File: config.mk
export PLATFORM = sky130hd
export DESIGN_NAME = sorted_priority_queue
export DESIGN_NICKNAME = d
export VERILOG_FILES = /design/src/hw/rtl/spq_pkg.sv /design/src/hw/rtl/spq_cell.sv /design/src/hw/rtl/sorted_priority_queue.sv
export SDC_FILE = /design/constraint.sdc
export NUM_CORES = 1
export LEC_CHECK = 0
export BUFFER_PORTS_ARGS = -buffer_cell sky130_fd_sc_hd__buf_2
export CORE_MARGIN = 2
export CORE_UTILIZATION = 25
export DETAILED_ROUTE_END_ITERATION = 8
export GPL_TIMING_DRIVEN = 0
export SYNTH_ARGS = -nofsm -noshare
export SYNTH_HDL_FRONTEND = slang
export SYNTH_SLANG_ARGS = --single-unit
File: constraint.sdc
create_clock -name clk -period 24.9 [get_ports clk]
set_clock_uncertainty 0.15 [all_clocks]
set_input_delay 2.49 -clock clk [delete_from_list [all_inputs] [get_ports clk]]
set_output_delay 2.49 -clock clk [all_outputs]
set_load 0.03 [all_outputs]
File: src/hw/rtl/spq_pkg.sv
// Shared types and constants for the sorted priority queue.
// No dependencies; every other file in this block imports this package.
package spq_pkg;

    localparam int DEPTH  = 8;
    localparam int CNT_W  = $clog2(DEPTH + 1);
    localparam int FILL_W = 4;
    localparam int WORD_W = 32;

    typedef logic signed [WORD_W-1:0] word_t;
    typedef logic [CNT_W-1:0] count_t;
    typedef logic [FILL_W-1:0] fill_t;

    typedef enum logic [1:0] {
        ST_INSERTED = 2'd0,
        ST_FULL     = 2'd1,
        ST_DEQUEUED = 2'd2,
        ST_EMPTY    = 2'd3
    } status_t;

    typedef enum logic {
        MODE_ENQ = 1'b0,
        MODE_DEQ = 1'b1
    } mode_t;

    typedef struct packed {
        word_t value;
        word_t prio;
    } entry_t;

    // Per-cell control from the top level.
    typedef struct packed {
        logic do_enq;
        logic do_deq;
        logic occ;
        logic left_occ;
    } cell_ctrl_t;

endpackage

File: src/hw/rtl/spq_cell.sv
// One storage cell of the sorted priority queue chain.
// Depends on spq_pkg for the entry and control types.
module spq_cell (
    input  logic               clk,
    input  spq_pkg::cell_ctrl_t ctrl,
    input  spq_pkg::entry_t    new_entry,
    input  spq_pkg::entry_t    left_entry,
    input  spq_pkg::entry_t    right_entry,
    input  logic               left_gt,
    output spq_pkg::entry_t    entry,
    output logic               gt
);
    import spq_pkg::*;

    entry_t entry_reg;
    entry_t entry_next;
    logic   ins_load;

    // A stored entry with a larger priority number moves back to make room.
    assign gt = ctrl.occ && (entry_reg.prio > new_entry.prio);

    // The cell loads on insert when it must shift or when it is the first free one.
    assign ins_load = (ctrl.occ && gt) || (!ctrl.occ && ctrl.left_occ);

    always_comb
    begin
        entry_next = entry_reg;
        if (ctrl.do_enq && ins_load)
        begin
            entry_next = left_gt ? left_entry : new_entry;
        end
        else if (ctrl.do_deq)
        begin
            entry_next = right_entry;
        end
    end

    always_ff @(posedge clk)
    begin
        entry_reg <= entry_next;
    end

    assign entry = entry_reg;

endmodule

File: src/hw/rtl/sorted_priority_queue.sv
// Top level of the sorted priority queue: chain of cells, count and result register.
// Depends on spq_pkg and spq_cell.
//
// Bounded priority queue of spq_pkg::DEPTH entries, kept sorted by signed priority
// number with the smallest at the head; equal priorities leave in arrival order.
// mode 0 inserts item_value/item_priority (status 1 if full), mode 1 removes the head
// (status 3 if empty). Each item gives exactly one result, which carries the count
// after the operation, and head_value/head_priority only on a successful dequeue.
// Every cell compares and shifts in parallel, and the result of an item appears in the
// output register on the next cycle. The block takes one item per cycle as long as
// results are taken; the single output register holds off new items only while an
// untaken result waits.
module sorted_priority_queue (
    input  logic                clk,
    input  logic                rst_n,
    input  logic                in_valid,
    output logic                in_ready,
    input  logic                mode,
    input  spq_pkg::word_t      item_value,
    input  spq_pkg::word_t      item_priority,
    output logic                out_valid,
    input  logic                out_ready,
    output logic [1:0]          status,
    output spq_pkg::word_t      head_value,
    output spq_pkg::word_t      head_priority,
    output spq_pkg::fill_t      fill_count
);
    import spq_pkg::*;

    count_t  count_reg, count_next;
    logic    out_valid_reg, out_valid_next;
    status_t status_reg, status_next;
    word_t   head_value_reg, head_value_next;
    word_t   head_priority_reg, head_priority_next;
    fill_t   fill_reg, fill_next;

    logic    accept;
    logic    is_full;
    logic    is_empty;
    logic    do_enq;
    logic    do_deq;
    entry_t  new_entry;
    entry_t  cell_entry [DEPTH];
    logic    cell_gt    [DEPTH];
    logic    cell_occ   [DEPTH];

    assign in_ready  = !out_valid_reg || out_ready;
    assign accept    = in_valid && in_ready;
    assign is_full   = (count_reg == CNT_W'(DEPTH));
    assign is_empty  = (count_reg == '0);
    assign do_enq    = accept && (mode == MODE_ENQ) && !is_full;
    assign do_deq    = accept && (mode == MODE_DEQ) && !is_empty;
    assign new_entry = '{value: item_value, prio: item_priority};

    genvar i;
    generate
        for (i = 0; i < DEPTH; i++)
        begin : g_cell
            cell_ctrl_t ctrl;
            entry_t     left_e;
            entry_t     right_e;
            logic       left_g;

            assign cell_occ[i] = (count_reg > CNT_W'(i));

            if (i == 0)
            begin : g_first
                assign left_e = new_entry;
                assign left_g = 1'b0;
                assign ctrl.left_occ = 1'b1;
            end
            else
            begin : g_inner
                assign left_e = cell_entry[i-1];
                assign left_g = cell_gt[i-1];
                assign ctrl.left_occ = cell_occ[i-1];
            end

            if (i == DEPTH - 1)
            begin : g_last
                assign right_e = cell_entry[i];
            end
            else
            begin : g_mid
                assign right_e = cell_entry[i+1];
            end

            assign ctrl.do_enq = do_enq;
            assign ctrl.do_deq = do_deq;
            assign ctrl.occ    = cell_occ[i];

            spq_cell u_cell (
                .clk         (clk),
                .ctrl        (ctrl),
                .new_entry   (new_entry),
                .left_entry  (left_e),
                .right_entry (right_e),
                .left_gt     (left_g),
                .entry       (cell_entry[i]),
                .gt          (cell_gt[i])
            );
        end
    endgenerate

    always_comb
    begin
        count_next = count_reg;
        if (do_enq)
        begin
            count_next = count_reg + CNT_W'(1);
        end
        else if (do_deq)
        begin
            count_next = count_reg - CNT_W'(1);
        end
    end

    always_comb
    begin
        out_valid_next     = out_valid_reg;
        status_next        = status_reg;
        head_value_next    = head_value_reg;
        head_priority_next = head_priority_reg;
        fill_next          = fill_reg;
        if (out_valid_reg && out_ready)
        begin
            out_valid_next = 1'b0;
        end
        if (accept)
        begin
            out_valid_next     = 1'b1;
            head_value_next    = '0;
            head_priority_next = '0;
            fill_next          = FILL_W'(count_next);
            if (mode == MODE_ENQ)
            begin
                status_next = is_full ? ST_FULL : ST_INSERTED;
            end
            else if (is_empty)
            begin
                status_next = ST_EMPTY;
            end
            else
            begin
                status_next        = ST_DEQUEUED;
                head_value_next    = cell_entry[0].value;
                head_priority_next = cell_entry[0].prio;
            end
        end
    end

    always_ff @(posedge clk or negedge rst_n)
    begin
        if (!rst_n)
        begin
            count_reg     <= '0;
            out_valid_reg <= 1'b0;
        end
        else
        begin
            count_reg     <= count_next;
            out_valid_reg <= out_valid_next;
        end
    end

    always_ff @(posedge clk)
    begin
        status_reg        <= status_next;
        head_value_reg    <= head_value_next;
        head_priority_reg <= head_priority_next;
        fill_reg          <= fill_next;
    end

    assign out_valid     = out_valid_reg;
    assign status        = status_reg;
    assign head_value    = head_value_reg;
    assign head_priority = head_priority_reg;
    assign fill_count    = fill_reg;

endmodule
==> run_results.csv <==
group,metric,value,unit
timing,post-route-period-util,0.288,
worst_setup_path,end_kind,"flip-flop",
final_layout,areaGrowthSynthToFinish,16.1,%
route,routedWlPerCell,22.9,µm
worst_setup_path,path_class,"in2reg",
timing,hold-worst-slack,0.390,ns
placement,dp.cells,4700,
placement,io_buffers,109,
route,dr.pass1.iters,5,
final_layout,fin_nets,3226,
yosys,yosysWarnings,0,
final_layout,fin_cells,4830,
yosys,synthTopCellsByArea,"edfxtp_1 (50%), mux2_2 (16%), ha_1 (9.3%)",
worst_setup_path,path_cells,"buf_2, inv_1, ha_1, nand4_1, nor4_1, a211oi_1, o221ai_1, o211ai_1, o31ai_1, and2_1, clkbuf_1, nand2b_4, buf_16",
timing,worst_pin_slew,1.34,ns
placement,dp_hpwl,80000,µm
yosys,syn_nets,3024,
floorplanning,coreArea,0.139,mm²
grt,grt_pass1_wl,161000,µm
route,drt_iter0_drc,1986,
timing,tns,0,ns
run,cap_violations,0,
timing,fin_crit,7.16,ns
clock_tree,clk_latency,0.64,ns
worst_setup_path,path_delay_family,"simple AND/OR/NAND/NOR gates",
timing,hold_viol_final,0,
yosys,syn-instance-count,2695,
floorplanning,die_width,378,µm
final_layout,multi_input_area,0.0162,mm²
route,antenna_left,0,
timing,rsz0062_at_grt,"false",
yosys,synth_xor_xnor_area_share,0.00126,
final_layout,fill_cells,14200,
worst_setup_path,r2r-start,"g_cell[5].u_cell.entry[19]$_DFFE_PP_",
worst_setup_path,crit_cells,13,
yosys,ys.flop_type,"edfxtp_1",
route,via_per_inst,4.91,
yosys,seq_area_frac_synth,0.505,
clock_tree,cts.path.max_buffers,3,
final_layout,final_util,0.291,
clock_tree,h-tree-depth,3,
clock_tree,post_cts_resized,0,
yosys,ys_async_sr_fraction,0.00852,
worst_setup_path,r2r_cells,11,
placement,place_ws,17.26,ns
yosys,ys_types,62,
yosys,synth_compound_area_frac,0.0732,
timing,drv_slew,0,
final_layout,register_area,0.0176,mm²
yosys,synthTopCellsByCount,"edfxtp_1 (582), mux2_2 (486), a21oi_1 (293), ha_1 (260), mux2i_1 (201)",
power_and_ir_drop,p_leak,15.5,nW
clock_tree,root_buffer,"clkbuf_16",
timing,finalSetupViolCount,0,
yosys,synth_mux_area_frac,0.237,
yosys,yosys.area_share.simple,0.0582,
grt,grt_max_degree,48,
floorplanning,chipHeight,378,µm
hold_path,hp-class,"reg2reg",
yosys,synth_edf_count,582,
grt,first_global_vias,24000,
yosys,syn_avg_cell_area,12.9,µm²
floorplanning,die-area,0.143,mm²
floorplanning,start_util,0.251,
worst_setup_path,crit_path_start_kind,"input port",
clock_tree,postCtsSetupBuffers,0,
worst_setup_path,cp-startpoint,"item_priority[18]",
floorplanning,rows,137,
worst_setup_path,critPathSlowestCell,"nor4_1",
timing,max_freq,140,MHz
yosys,yosysMostFrequentCell,"edfxtp_1",
hold_path,holdPathStages,1,
worst_setup_path,cp_max_fo,38,
route,drc,0,
worst_setup_path,slowest_delay,0.81,ns
timing,slew-limit-headroom,0.0869,
worst_setup_path,cp_num_buf_inv,4,
route,vias,23700,
power_and_ir_drop,powerDensity,98.5,mW/mm²
clock_tree,numCtsBuffers,71,
grt,antenna_found_initial,22,
run_status,status,"finished clean",
timing,fin_ws,17.74,ns
clock_tree,path_clk_slew,0.06,ns
worst_setup_path,crit_arrival,7.31,ns
clock_tree,cts-hold-fix-buffers,0,
clock_tree,clock_sinks,587,
final_layout,largest_register_ffs,512,
worst_setup_path,worstPathRequired,25.05,ns
hold_path,min_from,"g_cell[7].u_cell.entry[63]$_DFFE_PP_",
floorplanning,pin_count,141,
grt,overflow,0,
yosys,syn_area,0.0349,mm²
yosys,synthAdderAreaFrac,0.0933,
power_and_ir_drop,ir_drop,0.0512,mV
route,wirelength,111000,µm
yosys,yosys.area.top_type_share,0.501,
final_layout,drive_above_1_share,0.295,
yosys,synth_area_leader_cell,"edfxtp_1",
yosys,synth-seq-cells,587,
grt,track_usage,0.152,
yosys,synth_top_family_by_area,"multiplexers",
placement,gp_congestion,0.869,
clock_tree,cts_tree,"yes",
-- worst reg2reg max path: cells and delay by family (launching register included) --
| kind | cells | cell delay (ns) |
|---|---|---|
| AOI/OAI and AO/OA | 4 | 1.15 |
| adders and majority gates | 1 | 0.32 |
| buffers and inverters | 2 | 0.96 |
| DFF | 1 | 0.42 |
| and+or+nand+nor | 4 | 1.82 |
-- cells by family (layout without fill, tap and decap cells) --
kind of cell             Yosys count  in the layout
AO/OA/AOI/OAI                    455            455
XOR/XNOR                           5              5
adder cells (fa/ha/maj)          260            260
buffers and inverters            251            508
flip-flops                       587            587
multiplexers                     739            739
other                              0              2
AND/OR/NAND/NOR                  398            398
-- metal layers --
metal,vias to the layer above,part of all wire,track usage
li1,10800,-,-
met1,11900,0.44,0.205
met2,815,0.44,0.236
met3,214,0.072,0.0343
met4,20,0.037,0.0537
met5,-,0.0011,0
-- layout by cell type, fill, tap and decap left out, types with 8 or more instances in the layout --
cell         n
nor3_1       9
o211ai_1    11
nor2b_1     10
a21o_1      24
and3_1      65
clkbuf_16   73
edfxtp_1   582
mux2_4      50
a21oi_1    293
ha_1       260
o21ai_0     70
nand2_1     88
nand3_1     30
mux2i_1    201
and4_1       9
mux2_2     486
buf_1       12
clkbuf_1    75
bufinv_16    8
nor2_1      91
inv_1       81
buf_2      190
clkinv_1    20
buf_4       14
nand4_1     54
-- path summary, 6_finish.rpt --
check,endpoint,slack [ns]
worst max-delay path,g_cell[5].u_cell.entry[50]$_DFFE_PP_,17.74
worst max register to register,g_cell[5].u_cell.entry[50]$_DFFE_PP_,19.68
min in group asynchronous,out_valid$_DFFE_PN0P_,1.56
worst min-delay path,g_cell[6].u_cell.entry[63]$_DFFE_PP_,0.39
worst min register to register,g_cell[6].u_cell.entry[63]$_DFFE_PP_,0.39
max in group asynchronous,count_reg[1]$_DFF_PN0_,22.83
-- power by group --
part	internal, mW	switching (mW)
registers	1.35	0.108
logic	0.605	0.857
clock network	0.622	0.443
-- metrics by stage --
stage | instance area, µm² | power, mW
3_5_place_dp | 38200 | 2.92
5_1_grt | 40500 | 4.17
2_1_floorplan | 34900 | 2.45
3_3_place_gp | 37800 | 2.90
4_1_cts | 40500 | 4.00
6_report | 40500 | 3.99
-- layout make-up --
| type | count | area share |
|---|---|---|
| Inverter | 82 | 0.00766 |
| Tap cell | 1876 | 0.0580 |
| Clock buffer | 87 | 0.0464 |
| Antenna cell | 2 | 0.000124 |
| Timing Repair Buffer | 129 | 0.0211 |
| Buffer | 169 | 0.0206 |
| Clock inverter | 41 | 0.0109 |
| Multi-Input combinational cell | 1857 | 0.400 |
| Sequential cell | 587 | 0.435 |
Note: power is estimated with default switching activity, not from simulation.
